`src/rtl/core/rmv_pkg.sv`:
```
// Package for the running mean and variance block.
// Holds shared widths, the controller state type and the command/status structs.
// No dependencies.
package rmv_pkg;

  // Default widths for the top-level parameters
  localparam int SampleWidthDef = 32;
  localparam int CountWidthDef  = 32;

  // Fixed widths of the squared-deviation sum and the variance result
  localparam int SumWidth  = 64;
  localparam int VarWidth  = 63;
  localparam int IterWidth = $clog2(SumWidth + 1);

  // Controller states
  typedef enum logic [2:0] {
    ST_IDLE,
    ST_LOAD,
    ST_DIV_MEAN,
    ST_DEV,
    ST_MUL,
    ST_VAR_START,
    ST_DIV_VAR,
    ST_OUT
  } rmv_state_e;

  // Commands from the controller to the datapath
  typedef struct packed {
    logic accept;
    logic first_load;
    logic div_mean_start;
    logic mean_update;
    logic mul_start;
    logic sum_update;
    logic div_var_start;
    logic var_update;
    logic out_load;
  } rmv_cmd_t;

  // Status from the datapath to the controller
  typedef struct packed {
    logic first;
    logic div_done;
    logic mul_done;
    logic out_free;
  } rmv_sts_t;

endpackage

```
`src/rtl/core/rmv_if.sv`:
```
// Stream interfaces for the sample input and the result output.
// Valid/ready handshake; depends on rmv_pkg for the default widths and the variance width.
interface rmv_smp_if #(
  parameter int SAMPLE_WIDTH = rmv_pkg::SampleWidthDef
) ();
  logic                           valid;
  logic                           ready;
  logic signed [SAMPLE_WIDTH-1:0] sample;

  modport source (output valid, output sample, input ready);
  modport sink   (input valid, input sample, output ready);
endinterface

interface rmv_res_if #(
  parameter int SAMPLE_WIDTH = rmv_pkg::SampleWidthDef,
  parameter int COUNT_WIDTH  = rmv_pkg::CountWidthDef
) ();
  import rmv_pkg::*;

  logic                           valid;
  logic                           ready;
  logic signed [SAMPLE_WIDTH-1:0] mean;
  logic [VarWidth-1:0]            variance;
  logic                           variance_valid;
  logic [COUNT_WIDTH-1:0]         sample_count;

  modport source (output valid, output mean, output variance, output variance_valid,
                  output sample_count, input ready);
  modport sink   (input valid, input mean, input variance, input variance_valid,
                  input sample_count, output ready);
endinterface

```
`src/rtl/core/rmv_div.sv`:
```
// Restoring divider, one quotient bit per cycle, unsigned operands.
// Shared for the mean step and the variance; depends on rmv_pkg.
module rmv_div #(
  parameter int NUM_W = rmv_pkg::SumWidth,
  parameter int DEN_W = rmv_pkg::CountWidthDef
) (
  input  logic                       clk_i,
  input  logic                       rst_ni,
  input  logic                       start_i,
  input  logic [NUM_W-1:0]           num_i,
  input  logic [DEN_W-1:0]           den_i,
  input  logic [rmv_pkg::IterWidth-1:0] iters_i,
  output logic [NUM_W-1:0]           quot_o,
  output logic                       done_o
);
  import rmv_pkg::*;

  logic [NUM_W-1:0]     quot_q, quot_d;
  logic [DEN_W-1:0]     rem_q, rem_d;
  logic [DEN_W-1:0]     den_q;
  logic [IterWidth-1:0] cnt_q;
  logic                 busy_q;
  logic                 done_q;
  logic [DEN_W:0]       trial;
  logic [DEN_W:0]       diff;

  // Shift in the next dividend bit and try the subtraction
  always_comb begin
    trial = {rem_q, quot_q[NUM_W-1]};
    diff  = trial - {1'b0, den_q};
    if (trial >= {1'b0, den_q}) begin
      rem_d  = diff[DEN_W-1:0];
      quot_d = {quot_q[NUM_W-2:0], 1'b1};
    end else begin
      rem_d  = trial[DEN_W-1:0];
      quot_d = {quot_q[NUM_W-2:0], 1'b0};
    end
  end

  // Iteration control
  always_ff @(posedge clk_i or negedge rst_ni) begin
    if (!rst_ni) begin
      busy_q <= 1'b0;
      done_q <= 1'b0;
      cnt_q  <= '0;
    end else if (start_i) begin
      busy_q <= 1'b1;
      done_q <= 1'b0;
      cnt_q  <= iters_i;
    end else if (busy_q) begin
      cnt_q <= cnt_q - IterWidth'(1);
      if (cnt_q == IterWidth'(1)) begin
        busy_q <= 1'b0;
        done_q <= 1'b1;
      end
    end
  end

  // Operand and partial result registers
  always_ff @(posedge clk_i) begin
    if (start_i) begin
      quot_q <= num_i;
      rem_q  <= '0;
      den_q  <= den_i;
    end else if (busy_q) begin
      quot_q <= quot_d;
      rem_q  <= rem_d;
    end
  end

  assign quot_o = quot_q;
  assign done_o = done_q;

endmodule

```
`src/rtl/core/rmv_mul.sv`:
```
// Shift-and-add multiplier, one multiplier bit per cycle, unsigned operands.
// Forms the product of the two deviation magnitudes; no package dependency.
module rmv_mul #(
  parameter int W = 33
) (
  input  logic           clk_i,
  input  logic           rst_ni,
  input  logic           start_i,
  input  logic [W-1:0]   a_i,
  input  logic [W-1:0]   b_i,
  output logic [2*W-1:0] prod_o,
  output logic           done_o
);
  localparam int CntW = $clog2(W + 1);

  logic [W-1:0]    a_q;
  logic [2*W-1:0]  prod_q;
  logic [CntW-1:0] cnt_q;
  logic            busy_q;
  logic            done_q;
  logic [W:0]      psum;

  // Add the multiplicand into the upper half when the low bit is set
  assign psum = {1'b0, prod_q[2*W-1:W]} + (prod_q[0] ? {1'b0, a_q} : '0);

  // Iteration control
  always_ff @(posedge clk_i or negedge rst_ni) begin
    if (!rst_ni) begin
      busy_q <= 1'b0;
      done_q <= 1'b0;
      cnt_q  <= '0;
    end else if (start_i) begin
      busy_q <= 1'b1;
      done_q <= 1'b0;
      cnt_q  <= CntW'(W);
    end else if (busy_q) begin
      cnt_q <= cnt_q - CntW'(1);
      if (cnt_q == CntW'(1)) begin
        busy_q <= 1'b0;
        done_q <= 1'b1;
      end
    end
  end

  // Product register shifts right one bit per step
  always_ff @(posedge clk_i) begin
    if (start_i) begin
      a_q    <= a_i;
      prod_q <= {{W{1'b0}}, b_i};
    end else if (busy_q) begin
      prod_q <= {psum, prod_q[W-1:1]};
    end
  end

  assign prod_o = prod_q;
  assign done_o = done_q;

endmodule

```
`src/rtl/core/rmv_dp.sv`:
```
// Datapath: sample count, running mean, squared-deviation sum and result register.
// Uses rmv_div and rmv_mul; takes commands and types from rmv_pkg.
module rmv_dp #(
  parameter int SAMPLE_WIDTH = rmv_pkg::SampleWidthDef,
  parameter int COUNT_WIDTH  = rmv_pkg::CountWidthDef
) (
  input  logic                           clk_i,
  input  logic                           rst_ni,
  input  rmv_pkg::rmv_cmd_t              cmd_i,
  output rmv_pkg::rmv_sts_t              sts_o,
  input  logic signed [SAMPLE_WIDTH-1:0] sample_i,
  output logic                           res_valid_o,
  input  logic                           res_ready_i,
  output logic signed [SAMPLE_WIDTH-1:0] mean_o,
  output logic [rmv_pkg::VarWidth-1:0]   variance_o,
  output logic                           variance_valid_o,
  output logic [COUNT_WIDTH-1:0]         sample_count_o
);
  import rmv_pkg::*;

  localparam int DiffW = SAMPLE_WIDTH + 1;
  localparam int ProdW = 2 * DiffW;
  localparam int ExtW  = (ProdW > SumWidth) ? ProdW : SumWidth + 1;
  localparam int PadW  = SumWidth - DiffW;

  // Running state
  logic signed [SAMPLE_WIDTH-1:0] x_q;
  logic [COUNT_WIDTH-1:0]         count_q;
  logic signed [SAMPLE_WIDTH-1:0] mean_q;
  logic [SumWidth-1:0]            sum_q;
  logic                           first_q;
  logic                           d_neg_q;
  logic [DiffW-1:0]               d_mag_q;
  logic [VarWidth-1:0]            var_q;
  logic                           vvalid_q;

  // Result register
  logic                           out_valid_q;
  logic signed [SAMPLE_WIDTH-1:0] out_mean_q;
  logic [VarWidth-1:0]            out_var_q;
  logic                           out_vvalid_q;
  logic [COUNT_WIDTH-1:0]         out_count_q;

  // Combinational terms
  logic [DiffW-1:0]       d;
  logic [DiffW-1:0]       d_mag;
  logic [DiffW-1:0]       q_mag;
  logic [DiffW-1:0]       q_signed;
  logic [DiffW-1:0]       mean_new;
  logic [DiffW-1:0]       e;
  logic [DiffW-1:0]       e_mag;
  logic [ProdW-1:0]       prod;
  logic [ExtW-1:0]        prod_ext;
  logic [SumWidth-1:0]    prod_sat;
  logic [SumWidth:0]      sum_add;
  logic [SumWidth-1:0]    sum_new;
  logic [SumWidth-1:0]    quot;
  logic                   div_start;
  logic [SumWidth-1:0]    div_num;
  logic [COUNT_WIDTH-1:0] div_den;
  logic [IterWidth-1:0]   div_iters;
  logic                   div_done;
  logic                   mul_done;

  // Deviation of the sample from the old mean
  assign d     = {x_q[SAMPLE_WIDTH-1], x_q} - {mean_q[SAMPLE_WIDTH-1], mean_q};
  assign d_mag = d[DiffW-1] ? (DiffW'(0) - d) : d;

  // Mean step: apply the sign of the deviation to the truncated quotient
  assign q_mag    = quot[DiffW-1:0];
  assign q_signed = d_neg_q ? (DiffW'(0) - q_mag) : q_mag;
  assign mean_new = {mean_q[SAMPLE_WIDTH-1], mean_q} + q_signed;

  // Deviation of the sample from the new mean
  assign e     = {x_q[SAMPLE_WIDTH-1], x_q} - {mean_q[SAMPLE_WIDTH-1], mean_q};
  assign e_mag = e[DiffW-1] ? (DiffW'(0) - e) : e;

  // Saturate the product to the sum width, then add with saturation
  assign prod_ext = ExtW'(prod);
  assign prod_sat = (|prod_ext[ExtW-1:SumWidth]) ? {SumWidth{1'b1}} : prod_ext[SumWidth-1:0];
  assign sum_add  = {1'b0, sum_q} + {1'b0, prod_sat};
  assign sum_new  = sum_add[SumWidth] ? {SumWidth{1'b1}} : sum_add[SumWidth-1:0];

  // Divider operand select: deviation by count, or sum by count minus one
  assign div_start = cmd_i.div_mean_start | cmd_i.div_var_start;
  always_comb begin
    if (cmd_i.div_mean_start) begin
      div_num   = {d_mag, {PadW{1'b0}}};
      div_den   = count_q;
      div_iters = IterWidth'(DiffW);
    end else begin
      div_num   = sum_q;
      div_den   = count_q - COUNT_WIDTH'(1);
      div_iters = IterWidth'(SumWidth);
    end
  end

  rmv_div #(
    .NUM_W (SumWidth),
    .DEN_W (COUNT_WIDTH)
  ) u_div (
    .clk_i   (clk_i),
    .rst_ni  (rst_ni),
    .start_i (div_start),
    .num_i   (div_num),
    .den_i   (div_den),
    .iters_i (div_iters),
    .quot_o  (quot),
    .done_o  (div_done)
  );

  rmv_mul #(
    .W (DiffW)
  ) u_mul (
    .clk_i   (clk_i),
    .rst_ni  (rst_ni),
    .start_i (cmd_i.mul_start),
    .a_i     (d_mag_q),
    .b_i     (e_mag),
    .prod_o  (prod),
    .done_o  (mul_done)
  );

  // Running state updates
  always_ff @(posedge clk_i or negedge rst_ni) begin
    if (!rst_ni) begin
      count_q <= '0;
      mean_q  <= '0;
      sum_q   <= '0;
      first_q <= 1'b0;
    end else begin
      if (cmd_i.accept) begin
        if (count_q != {COUNT_WIDTH{1'b1}}) begin
          count_q <= count_q + COUNT_WIDTH'(1);
        end
        first_q <= (count_q == '0);
      end
      if (cmd_i.first_load) begin
        mean_q <= x_q;
        sum_q  <= '0;
      end
      if (cmd_i.mean_update) begin
        mean_q <= mean_new[SAMPLE_WIDTH-1:0];
      end
      if (cmd_i.sum_update) begin
        sum_q <= sum_new;
      end
    end
  end

  // Per-item working registers
  always_ff @(posedge clk_i) begin
    if (cmd_i.accept) begin
      x_q <= sample_i;
    end
    if (cmd_i.div_mean_start) begin
      d_neg_q <= d[DiffW-1];
      d_mag_q <= d_mag;
    end
    if (cmd_i.first_load) begin
      var_q    <= '0;
      vvalid_q <= 1'b0;
    end
    if (cmd_i.var_update) begin
      var_q    <= quot[SumWidth-1] ? {VarWidth{1'b1}} : quot[VarWidth-1:0];
      vvalid_q <= 1'b1;
    end
  end

  // Result register: load wins over drain
  always_ff @(posedge clk_i or negedge rst_ni) begin
    if (!rst_ni) begin
      out_valid_q <= 1'b0;
    end else if (cmd_i.out_load) begin
      out_valid_q <= 1'b1;
    end else if (res_ready_i) begin
      out_valid_q <= 1'b0;
    end
  end

  always_ff @(posedge clk_i) begin
    if (cmd_i.out_load) begin
      out_mean_q   <= mean_q;
      out_var_q    <= var_q;
      out_vvalid_q <= vvalid_q;
      out_count_q  <= count_q;
    end
  end

  assign sts_o.first    = first_q;
  assign sts_o.div_done = div_done;
  assign sts_o.mul_done = mul_done;
  assign sts_o.out_free = ~out_valid_q | res_ready_i;

  assign res_valid_o      = out_valid_q;
  assign mean_o           = out_mean_q;
  assign variance_o       = out_var_q;
  assign variance_valid_o = out_vvalid_q;
  assign sample_count_o   = out_count_q;

endmodule

```
`src/rtl/core/rmv_ctrl.sv`:
```
// Controller state machine: sequences accept, mean division, product,
// sum update, variance division and result load. Depends on rmv_pkg.
module rmv_ctrl (
  input  logic              clk_i,
  input  logic              rst_ni,
  input  logic              smp_valid_i,
  output logic              smp_ready_o,
  input  rmv_pkg::rmv_sts_t sts_i,
  output rmv_pkg::rmv_cmd_t cmd_o
);
  import rmv_pkg::*;

  rmv_state_e state_q, state_d;

  // State register
  always_ff @(posedge clk_i or negedge rst_ni) begin
    if (!rst_ni) begin
      state_q <= ST_IDLE;
    end else begin
      state_q <= state_d;
    end
  end

  // Next state and commands
  always_comb begin
    state_d     = state_q;
    cmd_o       = '0;
    smp_ready_o = 1'b0;
    unique case (state_q)
      ST_IDLE: begin
        smp_ready_o = 1'b1;
        if (smp_valid_i) begin
          cmd_o.accept = 1'b1;
          state_d      = ST_LOAD;
        end
      end
      ST_LOAD: begin
        if (sts_i.first) begin
          cmd_o.first_load = 1'b1;
          state_d          = ST_OUT;
        end else begin
          cmd_o.div_mean_start = 1'b1;
          state_d              = ST_DIV_MEAN;
        end
      end
      ST_DIV_MEAN: begin
        if (sts_i.div_done) begin
          cmd_o.mean_update = 1'b1;
          state_d           = ST_DEV;
        end
      end
      ST_DEV: begin
        cmd_o.mul_start = 1'b1;
        state_d         = ST_MUL;
      end
      ST_MUL: begin
        if (sts_i.mul_done) begin
          cmd_o.sum_update = 1'b1;
          state_d          = ST_VAR_START;
        end
      end
      ST_VAR_START: begin
        cmd_o.div_var_start = 1'b1;
        state_d             = ST_DIV_VAR;
      end
      ST_DIV_VAR: begin
        if (sts_i.div_done) begin
          cmd_o.var_update = 1'b1;
          state_d          = ST_OUT;
        end
      end
      ST_OUT: begin
        if (sts_i.out_free) begin
          cmd_o.out_load = 1'b1;
          state_d        = ST_IDLE;
        end
      end
      default: begin
        state_d = ST_IDLE;
      end
    endcase
  end

endmodule

```
`src/rtl/core/running_mean_variance.sv`:
```
// Running mean and sample variance (Welford form) over signed fixed-point samples.
// Later samples pass the bit-serial divider (SAMPLE_WIDTH + 1 and 64 steps) and the
// bit-serial multiplier (SAMPLE_WIDTH + 1 steps); the first sample goes straight to the
// result register. One sample in flight at a time; the next is taken the cycle after the
// result is loaded, even while it waits on the output.
// Reset (asynchronous, active low) clears count, mean and sum and empties the output.
module running_mean_variance #(
  parameter int SAMPLE_WIDTH = rmv_pkg::SampleWidthDef,
  parameter int COUNT_WIDTH  = rmv_pkg::CountWidthDef
) (
  input  logic      clk_i,
  input  logic      rst_ni,
  rmv_smp_if.sink   smp_i,
  rmv_res_if.source res_o
);
  import rmv_pkg::*;

  rmv_cmd_t cmd;
  rmv_sts_t sts;

  rmv_ctrl u_ctrl (
    .clk_i       (clk_i),
    .rst_ni      (rst_ni),
    .smp_valid_i (smp_i.valid),
    .smp_ready_o (smp_i.ready),
    .sts_i       (sts),
    .cmd_o       (cmd)
  );

  rmv_dp #(
    .SAMPLE_WIDTH (SAMPLE_WIDTH),
    .COUNT_WIDTH  (COUNT_WIDTH)
  ) u_dp (
    .clk_i            (clk_i),
    .rst_ni           (rst_ni),
    .cmd_i            (cmd),
    .sts_o            (sts),
    .sample_i         (smp_i.sample),
    .res_valid_o      (res_o.valid),
    .res_ready_i      (res_o.ready),
    .mean_o           (res_o.mean),
    .variance_o       (res_o.variance),
    .variance_valid_o (res_o.variance_valid),
    .sample_count_o   (res_o.sample_count)
  );

endmodule

```
`src/flat_wrapper.sv`:
```
// flat-port wrapper written by rule: the top's interface ports become plain ports
module running_mean_variance_flat import rmv_pkg::*;
#(
  parameter int SAMPLE_WIDTH = rmv_pkg::SampleWidthDef,
  parameter int COUNT_WIDTH  = rmv_pkg::CountWidthDef
)
  (clk_i, rst_ni, smp_i_valid, smp_i_sample, smp_i_ready, res_o_valid, res_o_mean, res_o_variance, res_o_variance_valid, res_o_sample_count, res_o_ready);
  rmv_smp_if #(.SAMPLE_WIDTH(SAMPLE_WIDTH)) smp_i_i ();
  rmv_res_if #(.SAMPLE_WIDTH(SAMPLE_WIDTH), .COUNT_WIDTH(COUNT_WIDTH)) res_o_i ();
  input  logic clk_i;
  input  logic rst_ni;
  input wire logic [$bits(smp_i_i.valid)-1:0] smp_i_valid;
  input wire logic [$bits(smp_i_i.sample)-1:0] smp_i_sample;
  output wire logic [$bits(smp_i_i.ready)-1:0] smp_i_ready;
  output wire logic [$bits(res_o_i.valid)-1:0] res_o_valid;
  output wire logic [$bits(res_o_i.mean)-1:0] res_o_mean;
  output wire logic [$bits(res_o_i.variance)-1:0] res_o_variance;
  output wire logic [$bits(res_o_i.variance_valid)-1:0] res_o_variance_valid;
  output wire logic [$bits(res_o_i.sample_count)-1:0] res_o_sample_count;
  input wire logic [$bits(res_o_i.ready)-1:0] res_o_ready;
  assign smp_i_i.valid = smp_i_valid;
  assign smp_i_i.sample = smp_i_sample;
  assign smp_i_ready = smp_i_i.ready;
  assign res_o_valid = res_o_i.valid;
  assign res_o_mean = res_o_i.mean;
  assign res_o_variance = res_o_i.variance;
  assign res_o_variance_valid = res_o_i.variance_valid;
  assign res_o_sample_count = res_o_i.sample_count;
  assign res_o_i.ready = res_o_ready;
  running_mean_variance #(.SAMPLE_WIDTH(SAMPLE_WIDTH), .COUNT_WIDTH(COUNT_WIDTH)) u_core (.clk_i(clk_i), .rst_ni(rst_ni), .smp_i(smp_i_i), .res_o(res_o_i));
endmodule
```
`config.mk`:
```
export PLATFORM = sky130hd
export DESIGN_NAME = running_mean_variance_flat
export DESIGN_NICKNAME = d
export VERILOG_FILES = /design/src/rtl/core/rmv_pkg.sv /design/src/rtl/core/rmv_if.sv /design/src/rtl/core/rmv_div.sv /design/src/rtl/core/rmv_mul.sv /design/src/rtl/core/rmv_dp.sv /design/src/rtl/core/rmv_ctrl.sv /design/src/rtl/core/running_mean_variance.sv /design/src/flat_wrapper.sv
export SDC_FILE = /design/constraint.sdc
export NUM_CORES = 1
export LEC_CHECK = 0
export ABC_AREA = 1
export BUFFER_PORTS_ARGS = -buffer_cell sky130_fd_sc_hd__buf_4
export CELL_PAD_IN_SITES_DETAIL_PLACEMENT = 2
export CELL_PAD_IN_SITES_GLOBAL_PLACEMENT = 2
export CORE_ASPECT_RATIO = 1.75
export CORE_MARGIN = 5
export CORE_UTILIZATION = 35
export CTS_BUF_LIST = sky130_fd_sc_hd__clkbuf_16
export DETAILED_ROUTE_END_ITERATION = 8
export GPL_ROUTABILITY_DRIVEN = 0
export MAX_ROUTING_LAYER = met4
export PLACE_DENSITY = 0.73
export SETUP_SLACK_MARGIN = 0.02
export SYNTH_ARGS = -nofsm -noshare
export SYNTH_HDL_FRONTEND = slang
export SYNTH_SLANG_ARGS = --single-unit
```
`constraint.sdc`:
```
create_clock -name clk_i -period 9.8 [get_ports clk_i]
set_clock_uncertainty 0.2 [all_clocks]
set_input_delay 0.98 -clock clk_i [delete_from_list [all_inputs] [get_ports clk_i]]
set_output_delay 0.98 -clock clk_i [all_outputs]
set_load 0.005 [all_outputs]
```
==> results.txt, run 1 <==
initial antenna violation count -> 3
reg2reg setup slack -> 4.94 ns
Clock Tree Buf Depth -> 3
Die Ht -> 452.8 um
final WL -> 166900 um
EDFF count, synth -> 419
largest net degree at the start of global routing -> 79
Post-CTS Resized -> 0
Via Count -> 35090
count leader, synth -> nand2_1
Cell Chain, Critical Path -> inv_1, ha_1, inv_1, nor3_1, nand3_1, nor3_1, nand3_1, nor4_1, a31oi_1, xor2_1, ha_1, nand2_1, nor2_1, inv_1, nor3_1, nand3_1, o21ai_0, a21oi_1, or2_2, a21oi_1, o22ai_1
vias in the first global route -> 39580
die area -> 119100 um2
WL/cell -> 25.45 um
Yosys top cell by area -> edfxtp_1
outcome -> completed
Critical Path AT -> 5.21 ns
CP Capture Type -> flop
H-tree depth -> 3
GRT overflow -> 0
Syn Inst Count -> 4876
post-synth top area share -> 32.08%
clk root buf -> clkbuf_16
Hold Crit Class -> in -> async
mean post-synth cell area -> 8.043 um2
register area share after synthesis -> 45.02%
setup repair bufs after CTS -> 0
Crit path max-delay family -> simple AND/OR/NAND/NOR gates
kind of critical path -> reg -> reg
clk sink count -> 635
# fillers -> 12730
area of the core -> 111300 um2
row count -> 162
Worst Path Max Fanout -> 5
Worst-Skew Late Latency -> 0.68 ns
Mapped Area -> 39220 um2
share of layout cells above drive strength 1 -> 8.166%
CTS tree -> yes
Post-CTS Hold Buffers -> 0
Worst Max-Slew Pin Slew -> 1.218 ns
input/output buffers -> 165
shortest period the worst path allows -> 4.863 ns
Worst path slowest cell -> edfxtp_1
first-pass GRT wire length -> 246700 um
Final Cycle Share -> 49.62%
Inserted Clock Buffers -> 69
crit start category -> flop
flops & latches, synth -> 635
CTS clk-pin slew, worst paths -> 0.07 ns
Initial Utilization -> 35.24%
Detailed Route Iter0 Violations -> 1565
drt pass-1 iters -> 5
max cap viols -> 0
Syn-to-layout area delta -> 13.10%
delay of the slowest critical-path stage -> 0.43 ns
Async SR Flop Fraction -> 23.62%
Post-synth top cells -> 1168 x nand2_1, 698 x inv_1, 468 x nor2_1
Final Hold Fails -> 0
syn nets -> 5118
Area contributors post-synth -> edfxtp_1 32%, nand2_1 11%, dfrtp_1 9.6%
Worst Path Buf+Inv -> 3
detailed placer's ending HPWL -> 133900 um
final net count -> 5269
fmax -> 0.2057 GHz
final setup fails -> 0
Primary FF master, synth -> edfxtp_1
Fin Setup TNS -> 0 ns
remaining antenna violation count -> 0
Vias/cell -> 5.350
drt drc -> 0
I/O pin count -> 166
Rel. slew slack -> 18.58%
Worst Path Required -> 10.15 ns
final max-slew violation count -> 0
Total Routing Usage GR -> 28.16%
width of the die -> 263.0 um
count of cell types in the netlist -> 61
unrepaired setup endpoints after global routing -> false
warnings from Yosys -> 0
[registers in the layout, summed over array words and instances, names as in the netlist, 33 cells and up]
name and cells:
u_core.u_dp.u_mul.a_q 33, u_core.u_dp.variance_o 63, u_core.u_dp.u_mul.prod_o 66, u_core.u_dp.d_mag_q 33
u_core.u_dp.u_div.quot_o 64, u_core.u_dp.var_q 63, u_core.u_dp.sum_q 64
[per-layer routing]
layer  share of wire (%)  track usage (%)
met3                 2.4            2.502
met4                 8.7            19.28
met2                  54            53.34
met5                   0                -
met1                  35            26.80
[cell usage in the layout, fill, tap and decap left out, drive strengths merged, types with 9 or more instances in the layout]
master  instances
nor4           28
clkinv         27
dfrtp         150
nand2        1194
o22ai          57
o21ai         340
a21boi          9
nand4          38
nand3         218
a21o           32
xor2          174
nor3           68
dfxtp          66
o21a            9
a31oi          37
xnor2          52
o21bai         32
ha            201
nor2          490
a21oi         321
clkbuf         71
a22oi          15
edfxtp        419
a221oi          9
inv           738
o211ai         26
buf           199
[worst register-to-register path, cell delays in order (launching register included)]
cell and delay (ns):
edfxtp_1 0.43, inv_1 0.13, ha_1 0.15, inv_1 0.05, nor3_1 0.27, nand3_1 0.21, nor3_1 0.27, nand3_1 0.18
nor4_1 0.32, a31oi_1 0.17, xor2_1 0.18, ha_1 0.38, nand2_1 0.09, nor2_1 0.10, inv_1 0.06, nor3_1 0.40
nand3_1 0.12, o21ai_0 0.32, a21oi_1 0.19, or2_2 0.31, a21oi_1 0.12, o22ai_1 0.08
[worst paths after layout]
kind | start | to | depth (start not counted)
setup / recovery | u_core.u_dp.u_div.quot_o[0]$_DFFE_PP_ | u_core.u_dp.mean_q[23]$_DFFE_PN0P_ | 21
hold / removal | rst_ni | u_core.u_dp.mean_q[12]$_DFFE_PN0P_ | 1
setup reg to reg | u_core.u_dp.u_div.quot_o[0]$_DFFE_PP_ | u_core.u_dp.mean_q[23]$_DFFE_PN0P_ | 21
hold reg to reg | u_core.u_dp.d_mag_q[2]$_DFFE_PP_ | u_core.u_dp.u_mul.a_q[2]$_DFFE_PP_ | 0
max in group asynchronous | rst_ni | u_core.u_ctrl.state_q[2]$_DFFE_PN0P_ | 2
min in group clk_i | u_core.u_dp.d_mag_q[2]$_DFFE_PP_ | u_core.u_dp.u_mul.a_q[2]$_DFFE_PP_ | 0
[cell type report]
class	count	area (um2)	area share [%]
Clock buffer	71	1777	4.006
Sequential cell	635	17660	39.81
Clock inverter	55	451.7	1.018
Antenna cell	1	2.502	0.005642
Multi-Input combinational cell	3401	18420	41.52
Tap cell	1476	1847	4.163
Inverter	721	2706	6.101
Timing Repair Buffer	199	1498	3.376
[logic make-up (layout without fill, tap and decap cells)]
logic type | count (synthesis) | after routing | synth area share [%]
adders and majority gates | 206 | 206 | 6.668
other | 0 | 1 | 0
and+or+nand+nor | 2063 | 2063 | 21.97
DFF | 635 | 635 | 45.02
AOI/OAI and AO/OA | 906 | 906 | 12.94
buffers and inverters | 840 | 1046 | 8.161
xor gates and xnor gates | 226 | 226 | 5.239
[per-stage QoR]
| stage | area [um2] | instances | utilization, % | hold slack [ns] | setup slack (ns) |
|---|---|---|---|---|---|
| 2_1_floorplan | 39220 | 4876 | - | 0.2003 | 2.637 |
| 3_3_place_gp | 42130 | 6432 | 37.86 | 0.2005 | 5.213 |
| 3_5_place_dp | 42130 | 6432 | 37.86 | 0.2056 | 4.971 |
| 4_1_cts | 44350 | 6558 | 39.86 | 0.1318 | 4.959 |
| 5_1_grt | 44360 | 6559 | 39.86 | 0.1646 | 4.461 |
| 6_report | 44360 | 6559 | 39.86 | 0.1375 | 4.938 |
Power of run 1 is not shown: default switching activity piles up to over one toggle a cycle in this logic, so the estimate is an artifact.
==> inputs of run 2 (changes only) <==
ABC_AREA = 0   (was 1)
PLACE_DENSITY = 0.69   (was 0.73)
clock period = 4.9 ns   (was 9.8 ns; I/O delays follow)
==> run 2 against run 1 <==
  * First-iteration DRC count down 12%
  * Die area down 7.1%
  * Critical path depth down 5
  * Clock-buffer cell count unchanged
  * Design area down 2.8%
  * Critical path type unchanged
  * Hold slack worse by 0.059 ns
  * Global-route usage down 2.3 points
  * Flip-flop and latch count unchanged
  * Via count down 14%
  * Synthesized area down 7.3%
  * Sequential share of layout area up 1.2 points
  * Register-to-register slack worse by 4.8 ns
==> results.txt, run 2 <==
outcome -> completed
reg2reg setup slack -> 0.19 ns
area of the core -> 103300 um2
CTS clk-pin slew, worst paths -> 0.06 ns
mean post-synth cell area -> 9.907 um2
syn nets -> 3912
final max-slew violation count -> 0
Initial Utilization -> 35.21%
drt drc -> 0
clk root buf -> clkbuf_16
post-synth top area share -> 34.61%
H-tree depth -> 3
Syn-to-layout area delta -> 18.59%
Rel. slew slack -> 31.09%
Vias/cell -> 5.650
cell area after placement -> 40340 um2
width of the die -> 253.6 um
kind of critical path -> reg -> reg
share of layout cells above drive strength 1 -> 14.11%
shortest period the worst path allows -> 4.713 ns
Syn Inst Count -> 3670
Final Hold Fails -> 0
Inserted Clock Buffers -> 68
Worst Max-Slew Pin Slew -> 1.034 ns
crit start category -> flop
Die Ht -> 436.4 um
I/O pin count -> 166
detailed placer's ending HPWL -> 108400 um
CP Capture Type -> flop
Worst Path Max Fanout -> 15
Clock Tree Buf Depth -> 3
commonest non-fill, non-tap cells in the layout -> 419 x edfxtp_1, 361 x buf_4, 358 x nor2_1
vias in the first global route -> 33730
commonest non-fill, non-tap cell in the layout -> edfxtp_1
Total Routing Usage GR -> 25.88%
Final Cycle Share -> 96.18%
row count -> 156
Post-synth top cells -> 419 x edfxtp_1, 364 x nor2_1, 344 x nand2_1
Core Util, Final -> 41.76%
Async SR Flop Fraction -> 23.62%
final WL -> 142400 um
Mapped Area -> 36360 um2
final net count -> 4206
Primary FF master, synth -> edfxtp_1
Worst-Skew Late Latency -> 0.68 ns
fmax -> 0.2122 GHz
first-pass GRT wire length -> 211600 um
Via Count -> 30300
clk sink count -> 635
CTS tree -> yes
remaining antenna violation count -> 0
max reg flops -> 66
die area -> 110700 um2
register area share after synthesis -> 48.56%
warnings from Yosys -> 0
GRT overflow -> 0
max cap viols -> 0
largest net degree at the start of global routing -> 81
Detailed Route Iter0 Violations -> 1371
Yosys top cell by area -> edfxtp_1
drt pass-1 iters -> 5
EDFF count, synth -> 419
Area contributors post-synth -> edfxtp_1 35%, dfrtp_1 10%, ha_1 6.9%
initial antenna violation count -> 4
count of cell types in the netlist -> 85
WL/cell -> 26.56 um
final setup fails -> 0
flops & latches, synth -> 635
Hold Crit Class -> in -> reg
input/output buffers -> 165
Critical Path AT -> 5.06 ns
fin area -> 43120 um2
Worst Path Required -> 5.25 ns
count leader, synth -> edfxtp_1
## run 2: changes by cell type in the layout (fill, tap and decap cells not counted), sizes merged, moves of 38 or more
cell / before / now
or3: 0 / 85
o22ai: 57 / 9
mux2i: 0 / 45
and2: 8 / 46
xnor2: 52 / 177
o21ai: 340 / 238
nand3: 218 / 86
a21oi: 321 / 230
xor2: 174 / 99
nor2: 490 / 364
nand2: 1194 / 344
buf: 199 / 371
a21o: 32 / 121
inv: 738 / 184
## run 2: cell type report
cell class                      instances  area [um2]
Sequential cell                       635       17660
Antenna cell                            1       2.502
Timing Repair Buffer                  404        3232
Multi-Input combinational cell       2686       17670
Clock inverter                         53       455.4
Tap cell                             1343        1680
Clock buffer                           71        1777
Inverter                              169       634.4
Fill cell                           11000       60140
## run 2: stage by stage
step	cells	TNS, ns	hold slack [ns]	setup WS [ns]
finish	5362	0	0.07846	0.1870
global route	5361	-0.003874	0.04704	-0.003874
CTS	5359	0	0.009410	0.008708
detailed placement	5202	-0.2571	0.2052	-0.1608
global placement	5202	-0.1746	0.2005	-0.1214
floorplan	3670	0	-0.005591	0.09763
## run 2: final timing paths
kind,startpoint,end,depth (start not counted)
max,u_core.u_dp.u_mul.prod_o[64]$_SDFFE_PP0P_,u_core.u_dp.sum_q[61]$_DFFE_PN0P_,16
min,res_o_ready,u_core.u_dp.res_valid_o$_DFFE_PN0P_,3
max reg2reg,u_core.u_dp.u_mul.prod_o[64]$_SDFFE_PP0P_,u_core.u_dp.sum_q[61]$_DFFE_PN0P_,16
min reg2reg,u_core.u_dp.d_mag_q[19]$_DFFE_PP_,u_core.u_dp.u_mul.a_q[19]$_DFFE_PP_,0
max in group asynchronous,rst_ni,u_core.u_dp.u_mul.busy_q$_DFF_PN0_,3
min in group asynchronous,rst_ni,u_core.u_dp.mean_q[10]$_DFFE_PN0P_,2
## run 2: logic make-up after synthesis
group | count (synthesis) | synth area share (%)
xor gates and xnor gates | 276 | 6.649
DFF | 635 | 48.56
and+or+nand+nor | 1186 | 15.43
AOI/OAI and AO/OA | 970 | 17.20
adders and majority gates | 206 | 7.192
muxes | 48 | 1.332
buffers and inverters | 349 | 3.634
## run 2: timing repair
action	4_1_cts	5_1_grt
setup buffers	0	2
gates resized for setup	10	39
hold buffers	33	0
pin swaps	2	11
hold endpoints to repair	111	0
setup endpoints to repair	8	97
## run 2: per-layer routing
layer  share of wire [%]  GRT usage, %  wire length (um)  vias to the layer above
met3                 2.6         2.731              3765                      292
li1                    -             -                 -                    13890
met5                   0             -                 0                        -
met2                  55         48.88             78420                      576
met4                 7.4         15.33             10600                        0
met1                  35         25.09             49600                    15540
## run 2: critical path, cell delays in order, from the launching register on
cell,delay (ns)
dfxtp_4,0.41
buf_4,0.18
or3_1,0.49
ha_1,0.43
a21oi_1,0.20
o21ai_0,0.26
a2111o_1,0.49
a21boi_0,0.18
o21ai_1,0.18
a2111oi_1,0.44
buf_4,0.22
o311ai_2,0.12
buf_4,0.20
a41oi_1,0.27
xnor2_1,0.10
o21ai_0,0.14
nand2_1,0.07
Power of run 2 is left out for the same reason.
